<file path="config.mk">
export PLATFORM = sky130hd
export DESIGN_NAME = four_pole_resonant_lowpass_flat
export DESIGN_NICKNAME = d
export VERILOG_FILES = /design/src/rtl/fpl_pkg.sv /design/src/rtl/fpl_in_if.sv /design/src/rtl/fpl_out_if.sv /design/src/rtl/fpl_cfg_if.sv /design/src/rtl/four_pole_resonant_lowpass.sv /design/src/flat_wrapper.sv
export SDC_FILE = /design/constraint.sdc
export NUM_CORES = 2
export LEC_CHECK = 0
export BUFFER_PORTS_ARGS = -buffer_cell sky130_fd_sc_hd__buf_2
export CAP_MARGIN = 10
export CELL_PAD_IN_SITES_DETAIL_PLACEMENT = 1
export CELL_PAD_IN_SITES_GLOBAL_PLACEMENT = 1
export CORE_MARGIN = 2
export CORE_UTILIZATION = 52
export CTS_BUF_LIST = sky130_fd_sc_hd__clkbuf_8 sky130_fd_sc_hd__clkbuf_16
export DETAILED_ROUTE_END_ITERATION = 7
export PLACE_DENSITY_LB_ADDON = 0.08
export SLEW_MARGIN = 20
export SYNTH_ARGS = -nofsm -noshare
export SYNTH_HDL_FRONTEND = slang
export SYNTH_SLANG_ARGS = --single-unit
</file>
<file path="constraint.sdc">
create_clock -name i_clk -period 12.9 [get_ports i_clk]
set_clock_uncertainty 0.05 [all_clocks]
set_input_delay 0.645 -clock i_clk [delete_from_list [all_inputs] [get_ports i_clk]]
set_output_delay 0.645 -clock i_clk [all_outputs]
set_load 0.02 [all_outputs]
</file>
<file path="src/rtl/fpl_pkg.sv">
// ----------------------------------------------------------------------------
// fpl_pkg: shared definitions for the four-pole resonant lowpass
// Widths, fixed-point constants, sequencer codes, channel payloads and the
// saturation helpers used by the filter datapath.
// ----------------------------------------------------------------------------
package fpl_pkg;

    // Sample and state widths
    localparam int SAMPLE_BITS = 24;
    localparam int STATE_BITS  = 32;

    // Accumulator holds a state value plus the widest scaled product
    localparam int WIDE_BITS = (STATE_BITS > SAMPLE_BITS) ? STATE_BITS : SAMPLE_BITS;
    localparam int ACC_BITS  = WIDE_BITS + 4;

    // Coefficient and configuration widths
    localparam int COEF_BITS    = 19;
    localparam int CUTOFF_BITS  = 17;
    localparam int RES_AMT_BITS = 12;
    localparam int F2_BITS      = 22;
    localparam int F4_BITS      = 28;
    localparam int OMD_BITS     = 17;

    // Shared multiplier operand widths
    localparam int MA_BITS   = (STATE_BITS > F4_BITS) ? STATE_BITS : F4_BITS;
    localparam int MB_BITS   = F2_BITS;
    localparam int PROD_BITS = MA_BITS + MB_BITS;

    // Configuration channel
    localparam int CFG_IDX_BITS  = 2;
    localparam int CFG_DATA_BITS = CUTOFF_BITS;

    localparam logic [CFG_IDX_BITS-1:0] REG_CUTOFF    = CFG_IDX_BITS'(0);
    localparam logic [CFG_IDX_BITS-1:0] REG_RESONANCE = CFG_IDX_BITS'(1);

    localparam logic [CUTOFF_BITS-1:0]  CUTOFF_RESET  = CUTOFF_BITS'(11889);
    localparam logic [RES_AMT_BITS-1:0] RES_AMT_RESET = RES_AMT_BITS'(1024);

    // Fixed-point constants in Q16
    localparam logic [OMD_BITS-1:0]  Q_ONE    = OMD_BITS'(65536);
    localparam logic [MB_BITS-1:0]   K_TUNE   = MB_BITS'(76022);
    localparam logic [MB_BITS-1:0]   K_DAMP   = MB_BITS'(9830);
    localparam logic [MB_BITS-1:0]   K_GAIN   = MB_BITS'(22946);
    localparam logic [MB_BITS-1:0]   K_ZERO   = MB_BITS'(19661);
    localparam logic [MB_BITS-1:0]   K_RES    = MB_BITS'(26214);
    localparam logic [COEF_BITS-1:0] COEF_MAX = {COEF_BITS{1'b1}};

    localparam logic [PROD_BITS-1:0] RND8  = PROD_BITS'(128);
    localparam logic [PROD_BITS-1:0] RND16 = PROD_BITS'(32768);

    // Saturation limits expressed at accumulator width
    localparam logic signed [ACC_BITS-1:0] ACC_STATE_HI =
        {{(ACC_BITS-STATE_BITS+1){1'b0}}, {(STATE_BITS-1){1'b1}}};
    localparam logic signed [ACC_BITS-1:0] ACC_STATE_LO =
        {{(ACC_BITS-STATE_BITS+1){1'b1}}, {(STATE_BITS-1){1'b0}}};
    localparam logic signed [ACC_BITS-1:0] ACC_SAMPLE_HI =
        {{(ACC_BITS-SAMPLE_BITS+1){1'b0}}, {(SAMPLE_BITS-1){1'b1}}};
    localparam logic signed [ACC_BITS-1:0] ACC_SAMPLE_LO =
        {{(ACC_BITS-SAMPLE_BITS+1){1'b1}}, {(SAMPLE_BITS-1){1'b0}}};

    // Sequencer steps
    localparam int STEP_BITS = 4;

    localparam logic [STEP_BITS-1:0] RS_FB_MUL    = STEP_BITS'(0);
    localparam logic [STEP_BITS-1:0] RS_FB_SUB    = STEP_BITS'(1);
    localparam logic [STEP_BITS-1:0] RS_GAIN_MUL  = STEP_BITS'(2);
    localparam logic [STEP_BITS-1:0] RS_GAIN_DONE = STEP_BITS'(3);
    localparam logic [STEP_BITS-1:0] RS_ADD0      = STEP_BITS'(4);
    localparam logic [STEP_BITS-1:0] RS_END0      = STEP_BITS'(5);
    localparam logic [STEP_BITS-1:0] RS_ADD1      = STEP_BITS'(6);
    localparam logic [STEP_BITS-1:0] RS_END1      = STEP_BITS'(7);
    localparam logic [STEP_BITS-1:0] RS_ADD2      = STEP_BITS'(8);
    localparam logic [STEP_BITS-1:0] RS_END2      = STEP_BITS'(9);
    localparam logic [STEP_BITS-1:0] RS_ADD3      = STEP_BITS'(10);
    localparam logic [STEP_BITS-1:0] RS_END3      = STEP_BITS'(11);

    localparam logic [STEP_BITS-1:0] DS_TUNE_MUL = STEP_BITS'(0);
    localparam logic [STEP_BITS-1:0] DS_TUNE     = STEP_BITS'(1);
    localparam logic [STEP_BITS-1:0] DS_F2_MUL   = STEP_BITS'(2);
    localparam logic [STEP_BITS-1:0] DS_F2       = STEP_BITS'(3);
    localparam logic [STEP_BITS-1:0] DS_F4_MUL   = STEP_BITS'(4);
    localparam logic [STEP_BITS-1:0] DS_F4       = STEP_BITS'(5);
    localparam logic [STEP_BITS-1:0] DS_DAMP     = STEP_BITS'(6);
    localparam logic [STEP_BITS-1:0] DS_IGAIN    = STEP_BITS'(7);
    localparam logic [STEP_BITS-1:0] DS_RES      = STEP_BITS'(8);
    localparam logic [STEP_BITS-1:0] DS_FB_MUL   = STEP_BITS'(9);
    localparam logic [STEP_BITS-1:0] DS_FB       = STEP_BITS'(10);

    typedef enum logic [1:0] {
        ST_DERIVE,
        ST_IDLE,
        ST_RUN
    } t_state;

    typedef enum logic [3:0] {
        SA_SOP3,
        SA_X,
        SA_SIP0,
        SA_SIP1,
        SA_SOP0,
        SA_CUTOFF,
        SA_TUNE,
        SA_TMP,
        SA_RES_AMT,
        SA_RES
    } t_sel_a;

    typedef enum logic [3:0] {
        SB_FB,
        SB_GAIN,
        SB_ZERO,
        SB_OMF,
        SB_TUNE_K,
        SB_TUNE,
        SB_TMP,
        SB_DAMP_K,
        SB_GAIN_K,
        SB_RES_K,
        SB_OMD
    } t_sel_b;

    typedef enum logic [3:0] {
        ACT_NONE,
        ACT_FB_SUB,
        ACT_GAIN,
        ACT_ADD,
        ACT_POLE,
        ACT_TUNE,
        ACT_TMP,
        ACT_DAMP,
        ACT_IGAIN,
        ACT_RES,
        ACT_FB
    } t_act;

    typedef struct packed {
        t_sel_a sel_a;
        t_sel_b sel_b;
        logic   sh8;
        logic   mul_en;
        t_act   act;
        logic   out_load;
    } t_ctrl;

    typedef struct packed {
        logic signed [SAMPLE_BITS-1:0] sample_in;
        logic                          last_in;
    } t_in_item;

    typedef struct packed {
        logic signed [SAMPLE_BITS-1:0] sample_out;
        logic                          last_out;
    } t_out_item;

    function automatic logic signed [STATE_BITS-1:0] sat_state(
        input logic signed [ACC_BITS-1:0] v
    );
        if (v > ACC_STATE_HI) begin
            return ACC_STATE_HI[STATE_BITS-1:0];
        end else if (v < ACC_STATE_LO) begin
            return ACC_STATE_LO[STATE_BITS-1:0];
        end
        return v[STATE_BITS-1:0];
    endfunction

    function automatic logic signed [SAMPLE_BITS-1:0] sat_sample(
        input logic signed [ACC_BITS-1:0] v
    );
        if (v > ACC_SAMPLE_HI) begin
            return ACC_SAMPLE_HI[SAMPLE_BITS-1:0];
        end else if (v < ACC_SAMPLE_LO) begin
            return ACC_SAMPLE_LO[SAMPLE_BITS-1:0];
        end
        return v[SAMPLE_BITS-1:0];
    endfunction

    function automatic logic [COEF_BITS-1:0] sat_coef(input logic [PROD_BITS-1:0] v);
        if (v > PROD_BITS'(COEF_MAX)) begin
            return COEF_MAX;
        end
        return v[COEF_BITS-1:0];
    endfunction

    // Magnitude of a state value; the most negative value still fits unsigned.
    function automatic logic [MA_BITS-1:0] mag_state(input logic signed [STATE_BITS-1:0] v);
        logic [STATE_BITS:0] e;
        e = {v[STATE_BITS-1], v};
        if (v[STATE_BITS-1]) begin
            e = -e;
        end
        return MA_BITS'(e);
    endfunction

endpackage

</file>
<file path="src/rtl/fpl_in_if.sv">
// ----------------------------------------------------------------------------
// fpl_in_if: input sample channel
// Valid/ready channel carrying one audio sample and its end-of-block flag.
// ----------------------------------------------------------------------------
interface fpl_in_if import fpl_pkg::*; ();

    logic     valid;
    logic     ready;
    t_in_item payload;

    modport source (output valid, output payload, input ready);
    modport sink   (input valid, input payload, output ready);

endinterface

</file>
<file path="src/rtl/fpl_out_if.sv">
// ----------------------------------------------------------------------------
// fpl_out_if: filtered sample channel
// Valid/ready channel carrying one filtered sample and its end-of-block flag.
// ----------------------------------------------------------------------------
interface fpl_out_if import fpl_pkg::*; ();

    logic      valid;
    logic      ready;
    t_out_item payload;

    modport source (output valid, output payload, input ready);
    modport sink   (input valid, input payload, output ready);

endinterface

</file>
<file path="src/rtl/fpl_cfg_if.sv">
// ----------------------------------------------------------------------------
// fpl_cfg_if: configuration write channel
// Valid/ready channel carrying a register index and the data to be written.
// ----------------------------------------------------------------------------
interface fpl_cfg_if import fpl_pkg::*; ();

    logic                     valid;
    logic                     ready;
    logic [CFG_IDX_BITS-1:0]  index;
    logic [CFG_DATA_BITS-1:0] data;

    modport source (output valid, output index, output data, input ready);
    modport sink   (input valid, input index, input data, output ready);

endinterface

</file>
<file path="src/rtl/four_pole_resonant_lowpass.sv">
// ----------------------------------------------------------------------------
// four_pole_resonant_lowpass: ladder-style resonant lowpass, fixed point
// Samples are taken one at a time: a new sample is accepted only when idle,
// after the previous result has been loaded; ten dependent products share one
// 32x22 multiplier, stepped by the sequencer. A write to a known register,
// and reset, start the coefficient derivation on the same multiplier.
// Reset (synchronous, active low) clears the filter state, restores the reset
// cutoff and resonance and runs the derivation before the first sample.
// ----------------------------------------------------------------------------
module four_pole_resonant_lowpass import fpl_pkg::*; (
    input  logic      i_clk,
    input  logic      i_rst_n,
    fpl_in_if.sink    i_in,
    fpl_out_if.source o_out,
    fpl_cfg_if.sink   i_cfg
);

    t_state                r_state, n_state;
    logic [STEP_BITS-1:0]  r_step, n_step;
    t_ctrl                 ctrl;

    logic [CUTOFF_BITS-1:0]  r_cutoff;
    logic [RES_AMT_BITS-1:0] r_res_amt;
    logic [COEF_BITS-1:0]    r_tune, r_fb, r_gain, r_res;
    logic [F4_BITS-1:0]      r_tmp;
    logic [OMD_BITS-1:0]     r_omd;

    logic signed [STATE_BITS-1:0] r_sip [4];
    logic signed [STATE_BITS-1:0] r_sop [4];
    logic signed [STATE_BITS-1:0] r_x;
    logic signed [ACC_BITS-1:0]   r_acc;

    logic signed [SAMPLE_BITS-1:0] r_sample;
    logic                          r_last;

    logic [PROD_BITS-1:0] r_prod;
    logic                 r_neg;
    logic                 r_sh8;

    logic                          r_out_valid;
    logic signed [SAMPLE_BITS-1:0] r_out_sample;
    logic                          r_out_last;

    logic in_fire, cfg_fire, cfg_known, stall;

    logic [MA_BITS-1:0]           mul_a;
    logic [MB_BITS-1:0]           mul_b;
    logic                         a_neg, b_neg;
    logic signed [STATE_BITS-1:0] a_state;
    logic                         a_is_state;
    logic signed [COEF_BITS:0]    omf;
    logic [COEF_BITS:0]           omf_mag;

    logic [PROD_BITS-1:0]       q_full;
    logic signed [ACC_BITS-1:0] q_mag, qs;
    logic signed [ACC_BITS-1:0] x_sub, y_sum;
    logic signed [STATE_BITS-1:0] y_sat;

    assign in_fire   = i_in.valid && i_in.ready;
    assign cfg_fire  = i_cfg.valid && i_cfg.ready;
    assign cfg_known = (i_cfg.index == REG_CUTOFF) || (i_cfg.index == REG_RESONANCE);
    assign stall     = r_out_valid && !o_out.ready;

    assign i_cfg.ready = (r_state == ST_IDLE);
    // A pending register write takes precedence over a new sample.
    assign i_in.ready  = (r_state == ST_IDLE) && !i_cfg.valid;

    assign o_out.valid              = r_out_valid;
    assign o_out.payload.sample_out = r_out_sample;
    assign o_out.payload.last_out   = r_out_last;

    // Next state
    always_comb begin
        n_state = r_state;
        n_step  = r_step;
        case (r_state)
            ST_DERIVE: begin
                if (r_step == DS_FB) begin
                    n_state = ST_IDLE;
                    n_step  = '0;
                end else begin
                    n_step = r_step + STEP_BITS'(1);
                end
            end
            ST_IDLE: begin
                n_step = '0;
                if (cfg_fire && cfg_known) begin
                    n_state = ST_DERIVE;
                end else if (in_fire) begin
                    n_state = ST_RUN;
                end
            end
            ST_RUN: begin
                if (r_step == RS_END3) begin
                    if (!stall) begin
                        n_state = ST_IDLE;
                        n_step  = '0;
                    end
                end else begin
                    n_step = r_step + STEP_BITS'(1);
                end
            end
            default: begin
                n_state = ST_IDLE;
                n_step  = '0;
            end
        endcase
    end

    // Sequencer outputs: operand selection and the action on the last product
    always_comb begin
        ctrl.sel_a    = SA_X;
        ctrl.sel_b    = SB_FB;
        ctrl.sh8      = 1'b0;
        ctrl.mul_en   = 1'b1;
        ctrl.act      = ACT_NONE;
        ctrl.out_load = 1'b0;
        case (r_state)
            ST_RUN: begin
                case (r_step)
                    RS_FB_MUL: begin
                        ctrl.sel_a = SA_SOP3;
                        ctrl.sel_b = SB_FB;
                    end
                    RS_FB_SUB: begin
                        ctrl.act = ACT_FB_SUB;
                    end
                    RS_GAIN_MUL: begin
                        ctrl.sel_a = SA_X;
                        ctrl.sel_b = SB_GAIN;
                    end
                    RS_GAIN_DONE: begin
                        ctrl.act   = ACT_GAIN;
                        ctrl.sel_a = SA_SIP0;
                        ctrl.sel_b = SB_ZERO;
                    end
                    RS_ADD0, RS_ADD1, RS_ADD2, RS_ADD3: begin
                        ctrl.act   = ACT_ADD;
                        ctrl.sel_a = SA_SOP0;
                        ctrl.sel_b = SB_OMF;
                    end
                    RS_END0, RS_END1, RS_END2: begin
                        // The stage lines have not rotated yet, so the next
                        // stage's input history sits one place up.
                        ctrl.act   = ACT_POLE;
                        ctrl.sel_a = SA_SIP1;
                        ctrl.sel_b = SB_ZERO;
                    end
                    RS_END3: begin
                        if (stall) begin
                            ctrl.mul_en = 1'b0;
                        end else begin
                            ctrl.act      = ACT_POLE;
                            ctrl.out_load = 1'b1;
                        end
                    end
                    default: begin
                        ctrl.act = ACT_NONE;
                    end
                endcase
            end
            ST_DERIVE: begin
                case (r_step)
                    DS_TUNE_MUL: begin
                        ctrl.sel_a = SA_CUTOFF;
                        ctrl.sel_b = SB_TUNE_K;
                    end
                    DS_TUNE: begin
                        ctrl.act = ACT_TUNE;
                    end
                    DS_F2_MUL: begin
                        ctrl.sel_a = SA_TUNE;
                        ctrl.sel_b = SB_TUNE;
                    end
                    DS_F2: begin
                        ctrl.act = ACT_TMP;
                    end
                    DS_F4_MUL: begin
                        ctrl.sel_a = SA_TMP;
                        ctrl.sel_b = SB_TMP;
                    end
                    DS_F4: begin
                        ctrl.act   = ACT_TMP;
                        ctrl.sel_a = SA_TMP;
                        ctrl.sel_b = SB_DAMP_K;
                    end
                    DS_DAMP: begin
                        ctrl.act   = ACT_DAMP;
                        ctrl.sel_a = SA_TMP;
                        ctrl.sel_b = SB_GAIN_K;
                    end
                    DS_IGAIN: begin
                        ctrl.act   = ACT_IGAIN;
                        ctrl.sel_a = SA_RES_AMT;
                        ctrl.sel_b = SB_RES_K;
                        ctrl.sh8   = 1'b1;
                    end
                    DS_RES: begin
                        ctrl.act = ACT_RES;
                    end
                    DS_FB_MUL: begin
                        ctrl.sel_a = SA_RES;
                        ctrl.sel_b = SB_OMD;
                    end
                    DS_FB: begin
                        ctrl.act = ACT_FB;
                    end
                    default: begin
                        ctrl.act = ACT_NONE;
                    end
                endcase
            end
            default: begin
                ctrl.act = ACT_NONE;
            end
        endcase
    end

    // Operand selection; signed operands enter the multiplier as magnitudes.
    always_comb begin
        a_state    = r_x;
        a_is_state = 1'b1;
        mul_a      = '0;
        case (ctrl.sel_a)
            SA_SOP3:    a_state = r_sop[3];
            SA_X:       a_state = r_x;
            SA_SIP0:    a_state = r_sip[0];
            SA_SIP1:    a_state = r_sip[1];
            SA_SOP0:    a_state = r_sop[0];
            SA_CUTOFF: begin
                a_is_state = 1'b0;
                mul_a      = MA_BITS'(r_cutoff);
            end
            SA_TUNE: begin
                a_is_state = 1'b0;
                mul_a      = MA_BITS'(r_tune);
            end
            SA_TMP: begin
                a_is_state = 1'b0;
                mul_a      = MA_BITS'(r_tmp);
            end
            SA_RES_AMT: begin
                a_is_state = 1'b0;
                mul_a      = MA_BITS'(r_res_amt);
            end
            SA_RES: begin
                a_is_state = 1'b0;
                mul_a      = MA_BITS'(r_res);
            end
            default: a_is_state = 1'b0;
        endcase
        a_neg = 1'b0;
        if (a_is_state) begin
            mul_a = mag_state(a_state);
            a_neg = a_state[STATE_BITS-1];
        end
    end

    assign omf     = (COEF_BITS+1)'(Q_ONE) - signed'({1'b0, r_tune});
    assign omf_mag = omf[COEF_BITS] ? (COEF_BITS+1)'(-omf) : (COEF_BITS+1)'(omf);

    always_comb begin
        b_neg = 1'b0;
        case (ctrl.sel_b)
            SB_FB:     mul_b = MB_BITS'(r_fb);
            SB_GAIN:   mul_b = MB_BITS'(r_gain);
            SB_ZERO:   mul_b = K_ZERO;
            SB_OMF: begin
                mul_b = MB_BITS'(omf_mag);
                b_neg = omf[COEF_BITS];
            end
            SB_TUNE_K: mul_b = K_TUNE;
            SB_TUNE:   mul_b = MB_BITS'(r_tune);
            SB_TMP:    mul_b = r_tmp[F2_BITS-1:0];
            SB_DAMP_K: mul_b = K_DAMP;
            SB_GAIN_K: mul_b = K_GAIN;
            SB_RES_K:  mul_b = K_RES;
            SB_OMD:    mul_b = MB_BITS'(r_omd);
            default:   mul_b = '0;
        endcase
    end

    // Rounded product, half away from zero, then the sign is restored.
    assign q_full = r_sh8 ? ((r_prod + RND8) >> 8) : ((r_prod + RND16) >> 16);
    assign q_mag  = signed'(ACC_BITS'(q_full));
    assign qs     = r_neg ? -q_mag : q_mag;

    assign x_sub = ACC_BITS'(r_sample) - qs;
    assign y_sum = r_acc + qs;
    assign y_sat = sat_state(y_sum);

    // Control state, configuration registers and filter history
    always_ff @(posedge i_clk) begin
        if (!i_rst_n) begin
            r_state     <= ST_DERIVE;
            r_step      <= '0;
            r_cutoff    <= CUTOFF_RESET;
            r_res_amt   <= RES_AMT_RESET;
            r_out_valid <= 1'b0;
            for (int i = 0; i < 4; i++) begin
                r_sip[i] <= '0;
                r_sop[i] <= '0;
            end
        end else begin
            r_state <= n_state;
            r_step  <= n_step;
            if (cfg_fire) begin
                case (i_cfg.index)
                    REG_CUTOFF:    r_cutoff  <= i_cfg.data[CUTOFF_BITS-1:0];
                    REG_RESONANCE: r_res_amt <= i_cfg.data[RES_AMT_BITS-1:0];
                    default:       r_cutoff  <= r_cutoff;
                endcase
            end
            if (ctrl.out_load) begin
                r_out_valid <= 1'b1;
            end else if (o_out.ready) begin
                r_out_valid <= 1'b0;
            end
            // Each stage pushes its history to the top; after four stages the
            // lines are back in stage order.
            if (ctrl.act == ACT_POLE) begin
                for (int i = 0; i < 3; i++) begin
                    r_sip[i] <= r_sip[i+1];
                    r_sop[i] <= r_sop[i+1];
                end
                r_sip[3] <= r_x;
                r_sop[3] <= y_sat;
            end
        end
    end

    // Datapath registers
    always_ff @(posedge i_clk) begin
        if (in_fire) begin
            r_sample <= i_in.payload.sample_in;
            r_last   <= i_in.payload.last_in;
        end
        if (ctrl.mul_en) begin
            r_prod <= PROD_BITS'(mul_a) * PROD_BITS'(mul_b);
            r_neg  <= a_neg ^ b_neg;
            r_sh8  <= ctrl.sh8;
        end
        case (ctrl.act)
            ACT_FB_SUB: r_x    <= sat_state(x_sub);
            ACT_GAIN:   r_x    <= sat_state(qs);
            ACT_ADD:    r_acc  <= ACC_BITS'(r_x) + qs;
            ACT_POLE:   r_x    <= y_sat;
            ACT_TUNE:   r_tune <= sat_coef(q_full);
            ACT_TMP:    r_tmp  <= F4_BITS'(q_full);
            ACT_DAMP: begin
                if (q_full >= PROD_BITS'(Q_ONE)) begin
                    r_omd <= '0;
                end else begin
                    r_omd <= OMD_BITS'(PROD_BITS'(Q_ONE) - q_full);
                end
            end
            ACT_IGAIN:  r_gain <= sat_coef(q_full);
            ACT_RES:    r_res  <= COEF_BITS'(q_full);
            ACT_FB:     r_fb   <= sat_coef(q_full);
            default:    r_acc  <= r_acc;
        endcase
        if (ctrl.out_load) begin
            r_out_sample <= sat_sample(ACC_BITS'(y_sat));
            r_out_last   <= r_last;
        end
    end

    // A sample transaction always starts the sequencer at its first step.
    a_start: assert property (@(posedge i_clk) disable iff (!i_rst_n)
        in_fire |=> (r_state == ST_RUN) && (r_step == RS_FB_MUL))
        else $error("sample accepted without starting the filter sequence");

    // A write to a known register restarts the coefficient derivation.
    a_derive: assert property (@(posedge i_clk) disable iff (!i_rst_n)
        (cfg_fire && cfg_known) |=> (r_state == ST_DERIVE) && (r_step == DS_TUNE_MUL))
        else $error("register write did not start coefficient derivation");

    // A result is never written over one that has not been taken.
    a_no_overwrite: assert property (@(posedge i_clk) disable iff (!i_rst_n)
        ctrl.out_load |-> (!r_out_valid || o_out.ready))
        else $error("result register overwritten while still pending");

    // A result appears only from the last stage of the sequence.
    a_result_src: assert property (@(posedge i_clk) disable iff (!i_rst_n)
        $rose(r_out_valid) |-> ($past(r_state) == ST_RUN) && ($past(r_step) == RS_END3))
        else $error("result valid raised outside the final stage");

    // The step counter stays within the sequence of its state.
    a_step_range: assert property (@(posedge i_clk) disable iff (!i_rst_n)
        ((r_state == ST_RUN) && (r_step > RS_END3)) == 1'b0
        && ((r_state == ST_DERIVE) && (r_step > DS_FB)) == 1'b0)
        else $error("sequencer step out of range");

endmodule
</file>
<file path="src/flat_wrapper.sv">
// flat-port wrapper written by rule: the top's interface ports become plain ports
module four_pole_resonant_lowpass_flat import fpl_pkg::*;
  (i_clk, i_rst_n, i_in_valid, i_in_payload, i_in_ready, o_out_valid, o_out_payload, o_out_ready, i_cfg_valid, i_cfg_index, i_cfg_data, i_cfg_ready);
  fpl_in_if i_in_i ();
  fpl_out_if o_out_i ();
  fpl_cfg_if i_cfg_i ();
  input  logic i_clk;
  input  logic i_rst_n;
  input wire logic [$bits(i_in_i.valid)-1:0] i_in_valid;
  input wire logic [$bits(i_in_i.payload)-1:0] i_in_payload;
  output wire logic [$bits(i_in_i.ready)-1:0] i_in_ready;
  output wire logic [$bits(o_out_i.valid)-1:0] o_out_valid;
  output wire logic [$bits(o_out_i.payload)-1:0] o_out_payload;
  input wire logic [$bits(o_out_i.ready)-1:0] o_out_ready;
  input wire logic [$bits(i_cfg_i.valid)-1:0] i_cfg_valid;
  input wire logic [$bits(i_cfg_i.index)-1:0] i_cfg_index;
  input wire logic [$bits(i_cfg_i.data)-1:0] i_cfg_data;
  output wire logic [$bits(i_cfg_i.ready)-1:0] i_cfg_ready;
  assign i_in_i.valid = i_in_valid;
  assign i_in_i.payload = i_in_payload;
  assign i_in_ready = i_in_i.ready;
  assign o_out_valid = o_out_i.valid;
  assign o_out_payload = o_out_i.payload;
  assign o_out_i.ready = o_out_ready;
  assign i_cfg_i.valid = i_cfg_valid;
  assign i_cfg_i.index = i_cfg_index;
  assign i_cfg_i.data = i_cfg_data;
  assign i_cfg_ready = i_cfg_i.ready;
  four_pole_resonant_lowpass u_core (.i_clk(i_clk), .i_rst_n(i_rst_n), .i_in(i_in_i), .o_out(o_out_i), .i_cfg(i_cfg_i));
endmodule
</file>
==> flow_metrics.py <==
metrics = {
    "outcome": {
        "status": "completed",
    },
    "cells_and_area": {
        "seqCellArea_mm2": 0.0171,
        "flow.area_growth_from_synthesis_pct": 8.09,
        "fillers": 12033,
        "layout-drive-gt1-share_pct": 8.10,
        "fin_nets": 6766,
        "multi_input_area_mm2": 0.0352,
        "post-route-cell-area_mm2": 0.0606,
        "final_cell_mix": "749 x inv_1, 729 x nand2_1, 599 x fa_1, 544 x edfxtp_1, 341 x nor2_1",
        "layout.cells.most_common": "inv_1",
    },
    "worst_setup_path": {
        "crit_path_top_delay_cell": "or4_1",
        "crit_path_max_incr_delay_ns": 0.57,
        "crit_path_frequent_cell": "fa_1",
        "crit_start": "u_core.r_step[1]",
        "cp.arrival_ns": 12.71,
        "regToRegEndpoint": "u_core.r_prod[42]",
        "cp-start-kind": "flip-flop",
        "critical_path.max_fanout": 16,
        "ff2ff_path_depth": 42,
        "cp.required_ns": 13.22,
        "r2r_slack_ns": 0.51,
        "crit_type": "flip-flop to flip-flop",
        "r2r-start": "u_core.r_step[1]",
        "cp-end-kind": "flip-flop",
    },
    "sta": {
        "fmax_mhz": 80.7,
        "period_share_pct": 96.0,
        "worst_pin_slew_ns": 1.18,
        "finalHoldViolCount": 0,
        "setup_viol": 0,
        "maxSlewViolCount": 0,
        "period_needed_ns": 12.39,
        "slew_headroom_pct": 21.1,
    },
    "yosys": {
        "synthArstFlopShare_pct": 0,
        "syn_area_mm2": 0.0561,
        "syn-mean-instance-area_um2": 9.66,
        "synth_xor_xnor_area_share_pct": 4.56,
        "synthesis.instances": 5803,
        "synth-seq-cells": 580,
        "synth_fa_ha_area_share_pct": 27.7,
        "synth_top_family_by_area": "adder cells",
        "ys_seq_area_share_pct": 30.4,
        "post_synth_num_cell_types": 112,
        "synth_warnings": 0,
        "synth_edf_count": 544,
        "synthSimpleGateAreaFrac_pct": 16.8,
        "synth-compound-area-share_pct": 11.8,
        "synth-main-ff-cell": "edfxtp_1",
        "synthMuxAreaShare_pct": 1.38,
    },
    "worst_hold_path": {
        "hold_depth": 1,
        "worstHoldPathType": "input port to flip-flop",
        "min_to": "u_core.r_sample[15]",
        "hp-start": "i_in_payload[16]",
    },
    "grt": {
        "track_usage_pct": 36.7,
        "grt_pass1_wl_um": 306000,
        "first_global_vias": 47659,
        "grt_start_max_net_pins": 200,
        "gr-total-overflow": 0,
        "antenna_found_initial": 8,
    },
    "floorplan": {
        "io_pins": 77,
        "die_h_um": 332,
        "die_area_mm2": 0.110,
        "coreArea_mm2": 0.107,
        "rows": 120,
        "start_util_pct": 52.4,
        "die_w_um": 332,
    },
    "clocking": {
        "cts_tree": "done",
        "cts-buffers-inserted": 59,
        "cts.sinks": 580,
        "path_clk_slew_ns": 0.07,
        "h-tree-depth": 2,
        "clk_path_buf_depth": 3,
        "root_buffer": "clkbuf_16",
        "holdBufCountCts": 0,
        "clk_latency_ns": 0.66,
    },
    "flow_run": {
        "maxCapViolCount": 0,
    },
    "routing": {
        "drtIter0Drc": 4962,
        "drtPass1Iterations": 7,
        "wirelength_um": 202000,
        "post_drt_wl_per_cell_um": 27.7,
        "drc": 0,
        "drtAntennaViolNets": 0,
        "vias": 45834,
        "viasPerCell": 6.28,
    },
    "placement": {
        "place_area_mm2": 0.0585,
        "dp_hpwl_um": 159000,
        "io_buffer_count": 76,
        "finalWeightedCongestion": 0.949,
    },
}
-- per-stage QoR --
stage	instances	setup slack (ns)	hold slack (ns)	utilization, %	TNS (ns)
after floorplan	5813	2.25	0.350	-	0
after global placement	7167	0.832	0.352	54.7	0
after detailed placement	7167	0.423	0.365	54.7	0
after CTS	7279	0.328	0.0825	56.5	0
after global routing	7290	-0.0124	0.103	56.6	-0.0124
final	7293	0.510	0.109	56.6	0
-- layer usage --
layer | part of all wire, % | routed length (µm) | GRT usage [%] | up-vias
li1 | - | - | - | 19830
met1 | 42 | 83700 | 51.6 | 23666
met2 | 46 | 92200 | 57.6 | 1958
met3 | 8.9 | 18000 | 6.30 | 378
met4 | 3.8 | 7760 | 12.6 | 2
met5 | 0.0074 | 15 | 0 | -
-- timing repair --
action / CTS / global route
setup endpoints to repair: 0 / 22
setup buffers: 0 / 10
gates resized for setup: 0 / 11
-- worst max-delay path: cells and delay by family (launching register included) --
kind	cells	cell delay (ns)
and+or+nand+nor	11	2.70
xor gates and xnor gates	2	0.44
AOI/OAI and AO/OA	9	2.38
DFF	1	0.45
buffers and inverters	11	1.68
adders and majority gates	9	4.39
-- worst max path at each step --
stage	to	slack, ns	depth (start not counted)
floorplan	u_core.r_prod[53]	2.25	41
global placement	u_core.r_prod[40]	0.83	40
detailed placement	u_core.r_prod[42]	0.42	40
CTS	u_core.r_prod[42]	0.33	40
global route	u_core.r_prod[53]	-0.01	40
finish	u_core.r_prod[42]	0.51	42
-- state kept, by name (all words and copies together), names as in the netlist, 2 cells and up --
signal,cells
u_core.r_res,19
u_core.r_acc,36
u_core.r_fb,19
u_core.r_res_amt,12
u_core.r_step,4
u_core.r_sample,24
u_core.r_state,2
u_core.r_sip,128
u_core.r_tune,19
u_core.r_cutoff,17
u_core.r_gain,19
u_core.r_x,32
u_core.r_prod,47
u_core.r_sop,128
u_core.r_tmp,28
u_core.r_out_sample,24
u_core.r_omd,17
-- cells in the mapped netlist (51+ instances only) --
| cell type | instances | share of area [%] |
|---|---|---|
| nand2_1 | 731 | 4.9 |
| a31oi_1 | 75 | 0.84 |
| nand3_1 | 119 | 1.1 |
| ha_1 | 282 | 6.3 |
| a21oi_1 | 285 | 2.5 |
| xor2_1 | 108 | 1.7 |
| clkbuf_1 | 218 | 1.5 |
| nor3_1 | 78 | 0.70 |
| nand4_1 | 51 | 0.57 |
| nor2b_1 | 56 | 0.62 |
| and2_1 | 82 | 0.92 |
| o21ai_0 | 144 | 1.3 |
| and3_1 | 275 | 3.1 |
| edfxtp_1 | 544 | 29 |
| mux2i_1 | 71 | 1.3 |
| a21o_1 | 89 | 1.2 |
| xnor2_1 | 177 | 2.8 |
| nor2_1 | 347 | 2.3 |
| fa_1 | 599 | 21 |
| inv_1 | 737 | 4.9 |
-- final cells by class --
class	instances	share of cell area, %
multi-input combinational	4189	58.1
clock buffer	62	2.52
timing repair buffer	266	3.07
sequential	580	28.1
clock inverter	50	0.677
antenna	3	0.0124
tap	1403	2.90
inverter	740	4.58
-- logic make-up (layout without fill, tap and decap cells) --
kind of cell | after synthesis | in the layout
fa+ha+maj | 881 | 881
compound gates | 991 | 991
mux | 76 | 76
simple gates | 1940 | 1941
flops | 580 | 580
buf+inv | 1045 | 1118
xor+xnor | 288 | 288
other cells | 2 | 15
Power is left out: the tool's default activity adds up to more than one toggle a clock period on the data nets, which glitch-free logic cannot reach.
